$ cat src/hdl/roc_pkg.sv
`default_nettype none

package roc_pkg;

   localparam int COORD_WIDTH = 32;
   localparam int IDENT_WIDTH = 16;
   localparam int COUNT_WIDTH = 7;
   localparam logic [COUNT_WIDTH-1:0] COUNT_MAX = '1;

   typedef struct packed {
      logic                          valid;
      logic signed [COORD_WIDTH-1:0] left;
      logic signed [COORD_WIDTH-1:0] bottom;
      logic signed [COORD_WIDTH-1:0] right;
      logic signed [COORD_WIDTH-1:0] top;
      logic [IDENT_WIDTH-1:0]        ident;
      logic                          first;
      logic [COUNT_WIDTH-1:0]        count;
      logic                          found;
      logic [IDENT_WIDTH-1:0]        hit_id;
   } roc_query_type;

endpackage

`default_nettype wire

$ cat src/hdl/roc_cell.sv
`default_nettype none

module roc_cell
   import roc_pkg::*;
#(
   parameter int CELL_INDEX  = 0,
   parameter int SLOT_WIDTH  = 7
) (
   input  wire logic                  clock,
   input  wire logic                  reset,
   input  wire logic                  advance,
   input  wire roc_query_type         q_in,
   input  wire logic [SLOT_WIDTH-1:0] slot_in,
   output roc_query_type              q_out,
   output logic [SLOT_WIDTH-1:0]      slot_out
);

   localparam logic [SLOT_WIDTH-1:0] MY_SLOT = SLOT_WIDTH'(CELL_INDEX);

   logic signed [COORD_WIDTH-1:0] left_ff;
   logic signed [COORD_WIDTH-1:0] bottom_ff;
   logic signed [COORD_WIDTH-1:0] right_ff;
   logic signed [COORD_WIDTH-1:0] top_ff;
   logic [IDENT_WIDTH-1:0]        ident_ff;

   roc_query_type         q_ff;
   roc_query_type         q_next_in;
   logic [SLOT_WIDTH-1:0] slot_ff;
   logic                  occupied;
   logic                  hit;

   always_comb begin
      occupied = (MY_SLOT < slot_in);
      hit = occupied
         && ($signed(q_in.left) < right_ff) && (left_ff < $signed(q_in.right))
         && ($signed(q_in.bottom) < top_ff) && (bottom_ff < $signed(q_in.top));
      q_next_in = q_in;
      if (hit) begin
         if (!q_in.found) begin
            q_next_in.hit_id = ident_ff;
         end
         q_next_in.found = 1'b1;
         if (q_in.count != COUNT_MAX) begin
            q_next_in.count = q_in.count + COUNT_WIDTH'(1);
         end
      end
   end

   always_ff @(posedge clock) begin
      if (advance && q_in.valid && (slot_in == MY_SLOT)) begin
         left_ff   <= q_in.left;
         bottom_ff <= q_in.bottom;
         right_ff  <= q_in.right;
         top_ff    <= q_in.top;
         ident_ff  <= q_in.ident;
      end
   end

   always_ff @(posedge clock) begin
      if (reset) begin
         q_ff.valid <= 1'b0;
      end else if (advance) begin
         q_ff    <= q_next_in;
         slot_ff <= slot_in;
      end
   end

   assign q_out    = q_ff;
   assign slot_out = slot_ff;

endmodule

`default_nettype wire

$ cat config.mk
export PLATFORM = sky130hd
export DESIGN_NAME = roc_cell
export DESIGN_NICKNAME = d
export VERILOG_FILES = /design/src/hdl/roc_pkg.sv /design/src/hdl/roc_cell.sv
export SDC_FILE = /design/constraint.sdc
export NUM_CORES = 1
export LEC_CHECK = 0
export BUFFER_PORTS_ARGS = -buffer_cell sky130_fd_sc_hd__buf_4
export CORE_ASPECT_RATIO = 0.5
export CORE_UTILIZATION = 39
export CTS_BUF_LIST = sky130_fd_sc_hd__clkbuf_2
export DETAILED_ROUTE_END_ITERATION = 12
export PLACE_DENSITY_LB_ADDON = 0.12
export SYNTH_ARGS = -nofsm -noshare
export SYNTH_HDL_FRONTEND = slang
export SYNTH_SLANG_ARGS = --single-unit
export TNS_END_PERCENT = 50
$ cat constraint.sdc
create_clock -name clock -period 29.2 [get_ports clock]
set_clock_uncertainty 0.05 [all_clocks]
set_input_delay 4.38 -clock clock [delete_from_list [all_inputs] [get_ports clock]]
set_output_delay 4.38 -clock clock [all_outputs]
set_load 0.01 [all_outputs]
======== Yosys cells after proc, flatten, opt, wreduce, memory -nomap -nowiden ========
Cells that the tools add are included.
word-level totals
  register bits ........................... 321
  latch bits .............................. 0
  memory bits (writable) .................. 0
  memory bits (read-only) ................. 0
  output and inout bits ................... 177
  logic and storage cells ................. 35
  memories kept ........................... 0
operators by class
  add/subtract/negate cells ............... 1
  multipliers ............................. 0
  div/mod/pow operators ................... 0
  order comparisons ....................... 5
  equal/unequal tests ..................... 1
  shifts and indexed selects .............. 0
  mux-type cells .......................... 3
  bitwise logic cells ..................... 1
  reduce and logical (&&, ||, !) cells .... 8
operator list
  cell                 count
  $lt 32x32->1         4
  $mux 24              1
  $mux 16              1
  $add 7x1->7 const B  1
  $logic_not 7->1      1
  $lt 1x7->1 const A   1
  $mux 7               1
  $ne 7x7->1 const B   1
  $logic_and 1x1->1    6
  $reduce_and 2->1     1
  $not 1->1            1

======== Logic depth before layout (Yosys ltp) ========
  word-level depth ........................ 6
  mapped depth ............................ 12

======== Least setup slack after synthesis ========
OpenSTA, ideal clock, no wires.
  path type ............................... input -> register
  start point ............................. input reset
  end point ............................... register q_ff, in the netlist q_out[0] (enable)
  arrival ................................. 12.175 ns
  required time ........................... 28.412 ns
  slack ................................... 16.236 ns
  cell stages on the path ................. 1
  path buffers ............................ 0
  cells stage by stage .................... nor2b_1
between the ends
  word-level cells in the longest chain between the ends .. 2
RTL lines
  what                        RTL line        RTL
  start, declared             roc_cell.sv:10  input wire logic reset,
  $not 1->1 (no line)         --
  $reduce_and 2->1 (no line)  --
  end signal, assigned        roc_cell.sv:63  q_ff <= q_next_in;
  end, declared               roc_cell.sv:26  roc_query_type q_ff;
Every way passes these cells.
A chain may end at the register's enable or synchronous reset.

==> results summary <==
The run finished with clean final reports. The total of warnings raised by yosys is 0. The CTS tree is built. The global routing usage on met1 came out at ~22%. The synthesized netlist occupies a cell area of ~13000 um2.

The H-tree was split into 3 levels. The cell count of the worst hold path came out at 2. In this run the vertical extent of the chip is ~130 um. The overall routing resource usage is about 18%.

The average wire per cell in the routed design is 17.4 um. In this run the worst path has a maximum fanout of 16. The maximum number of pins on one net before global-route repair is 79. The total of fill cells in the finished design is 2929. The initial antenna violation count was 2. Across all register-to-register paths, the minimum setup slack is 25.26 ns. In the finished design, the share of the clock period the worst path needs comes to approximately 25%. The tightest min-delay check is of the reg -> reg type. The critical path goes through buf_4, ha_1, a211oi_1, o21ai_0, a21oi_1, o221ai_1, o21ai_0, nand4bb_1, nor3_4, mux2_2. The register bit total from synthesis is around 320.

The final number of max-transition violations came to 0. The root buffer cell chosen for the clock tree is sky130_fd_sc_hd__clkbuf_2. The buffers inserted during post-CTS setup optimization is 0. The met3 track demand over resource in global routing is 5.27%.

The number of hold buffers added after CTS was 0. The floorplan has 47 rows. The number of buffers on the longest clock path came out at 3. The layer with the highest usage is met2.

The data required time at the worst endpoint is 29.82 ns. The simple-gate area share of the yosys netlist is 4.59%. The count of mapped cells out of synthesis is slightly above 800. Setup repair after global routing left no endpoint under its margin. Sequential cells were found to cover 72.5% of the synthesized design area. The starting DRC count in detailed routing is 395. The hold violation count in the final report is 0.

In this run, post-CTS repair resized a total of 0 instances. Headroom to the max-slew limit came out at 24.6%. The share of synthesized flip-flops with an asynchronous set or reset is 0%. The family with the most delay on the worst path is simple AND/OR/NAND/NOR gates.

The number of global-route vias before repair is 8579. The die is 263 um wide. The endpoint of the worst-slack reg-to-reg timing path is q_out[2].

The top cell types in the final layout, fill and taps aside, are 361 x sky130_fd_sc_hd__buf_4, 320 x sky130_fd_sc_hd__edfxtp_1, 131 x sky130_fd_sc_hd__inv_1. After clock tree synthesis, the clock-pin slew on the worst setup and hold paths is 0.11 ns. The worst reg2reg path depth is 10.

Summed over all nets, the half-perimeter wirelength after detailed placement is 22000 um. The effective utilization at floorplan came out at 39.9%. The endpoint arrival time on the critical path came out at between 7 and 8 ns. The endpoint class of the critical path is a flop.

Across all hold checks on the routed design, the worst slack comes to 0.436 ns. The count of clock tree sinks came out at about 320. Max-cap violations in this run came to 0. Multiplexer cells account for under 10% of the synthesized area. The placeable core region came out at 33300 um2. The area growth from synthesis to final layout is 29.5%. The overall via count from detail_route is ~8200.

The cell that appears most often on the critical path is sky130_fd_sc_hd__o21ai_0. The final critical delay including setup and external delays came out at 7.18 ns. The final layout contains routed wiring with a total length of 30600 um.

The setup slack at placement came out at 20.99 ns. The post-synthesis average cell area is 16.1 um2. The first-pass GRT wire length came out at about 47000 um.

The detailed-route vias per instance is 4.68. Setup slack on the critical path of the routed design comes to around 22 ns. The met2 layer usage reported by global route is a little under a third.

The area share of fa/ha/maj cells after synthesis came out at about an eighth. The maximum achievable frequency came out at 139 MHz. The dominant synthesized flop cell is sky130_fd_sc_hd__edfxtp_1.

The number of routed nets with antenna violations came out at 0. The fraction of the mapped netlist area in compound gates came out at 5.23%. The worst hold path terminates at q_out[169]. At the end of the flow, the number of nets in the layout was 1566. The total design power is 0.908 mW. The number of clock buffers added by TritonCTS is a little under 80. The number of distinct library cell variants in the gate-level netlist after synthesis is 48. The highest cell delay on the worst timing path is about 0.96 ns. The boundary pin count came out at 357. The number of setup violations in the final report came out at 0. The number of enable-type register cells in the synthesized netlist is 320. The worst hold path begins at q_out[169]. The worst reg2reg path startpoint is right_ff[2].

Power spread over the standard cell area amounts to about 53 nW/um2. The library cell used most frequently in the layout, excluding fill and tap cells, is sky130_fd_sc_hd__buf_4. The insertion delay to the later sink of the worst-skew pair is between 0.9 and 1 ns. By area, the combinational part of the netlist is dominated by adder cells. The largest vdd supply drop is 29.3 uV. The weighted congestion reported at the end of routability-driven placement came out at 0.802. The number of input and output port buffers inserted is ~360. After Yosys synthesis, XOR and XNOR cells account for less than 1% of the synthesized area. The count of cell instances traversed by the critical path came out at 10. The worst setup path is launched from an input port. The critical path is of the in -> reg type.

In this run the static leakage power is 7.40 nW. In the final timing run, aggregate negative setup slack is 0 ns. For the pin with the worst max-slew slack, the measured transition is about 1.1 ns. The net count after synthesis is 1128. The cell at the slowest stage of the critical path is sky130_fd_sc_hd__nor3_4. For this run, the detailed router's first-pass iteration total came to 5.

The number of remaining DRC errors came out at 0. The number of buffers and inverters on the critical path is 1. The area enclosed by the die boundary came out at 34800 um2. After global routing the overflow that remains totals 0. The proportion of layout cells with a drive suffix above 1 is between 30% and 40%.
## how the worst max path moves through the flow
stage,startpoint,end
final,q_in[139],q_out[2]
after global routing,q_in[139],q_out[5]
after CTS,q_in[139],q_out[2]
after detailed placement,q_in[139],q_out[2]
after global placement,q_in[139],q_out[1]
after floorplan,reset,q_out[0]
## sequential cells by signal, indices dropped and copies added (netlist names)
signal     flops
bottom_ff     32
left_ff       32
ident_ff      16
slot_out       7
top_ff        32
q_out        170
right_ff      32
## tightest hold or removal path: stages (launching register included)
cell and delay [ns]:
sky130_fd_sc_hd__dfxtp_1 0.33, sky130_fd_sc_hd__nand2b_1 0.07, sky130_fd_sc_hd__a21oi_1 0.06
## report_power, final
part           total, mW  switching, mW  internal [mW]
combinational     0.0897         0.0443         0.0453
clock              0.288          0.178          0.110
sequential         0.530        0.00454          0.525
total              0.908          0.227          0.681
## logic make-up (layout without fill, tap and decap cells)
group / count (synthesis) / after routing
other: 0 / 2
AO/OA/AOI/OAI: 107 / 107
buffers and inverters: 133 / 622
flip-flops: 321 / 321
multiplexers: 17 / 17
AND/OR/NAND/NOR: 116 / 116
adder cells (fa/ha/maj): 125 / 125
XOR/XNOR: 4 / 4
## cell usage after synthesis (all sizes together) (2+ instances only)
cell       n  area [um2]
inv      131         492
nand4     17         106
a2111oi    3        45.1
a221oi     4        35.0
xor2       4        35.0
nor3      11        66.3
o221ai     2        17.5
nand2     31         116
a32oi      2        17.5
nor2      16        60.1
nand2b     4        25.0
ha       125        1560
a21oi     43         215
o21a       6        45.0
nor4       6        37.5
and2       2        12.5
buf        2        25.0
mux2      17         229
a211oi     6        45.0
a21o       5        37.5
nand3     15        75.1
o211ai     4        35.0
a211o      2        17.5
edfxtp   320        9610
and3       3        18.8
o22ai      2        12.5
nor2b      2        12.5
and4       3        26.3
o21ai     21         105
## final cells by class
type / instances / area, um2 / share of cell area, %
diodes: 2 / 5.00 / 0.0291
clock buffers: 112 / 561 / 3.26
clock inverters: 18 / 97.6 / 0.568
inverters: 131 / 492 / 2.86
multi-input cells: 369 / 3150 / 18.3
flip-flops and latches: 321 / 9630 / 56.0
well taps: 441 / 552 / 3.21
repair buffers: 361 / 2710 / 15.8
## layer usage
| layer | up-vias | routed length [um] |
|---|---|---|
| li1 | 4014 | - |
| met1 | 3963 | 13100 |
| met2 | 206 | 15400 |
| met3 | 38 | 1650 |
| met4 | 0 | 460 |
| met5 | - | 0 |
## stage by stage
stage / cell area (um2) / utilization (%) / std cells
2_1_floorplan: 13300 / - / 823
5_1_grt: 17200 / 51.7 / 1755
3_5_place_dp: 16500 / 49.7 / 1623
6_report: 17200 / 51.7 / 1755
3_3_place_gp: 16500 / 49.7 / 1623
4_1_cts: 17200 / 51.6 / 1753
Note: power is estimated with default switching activity, not from simulation.
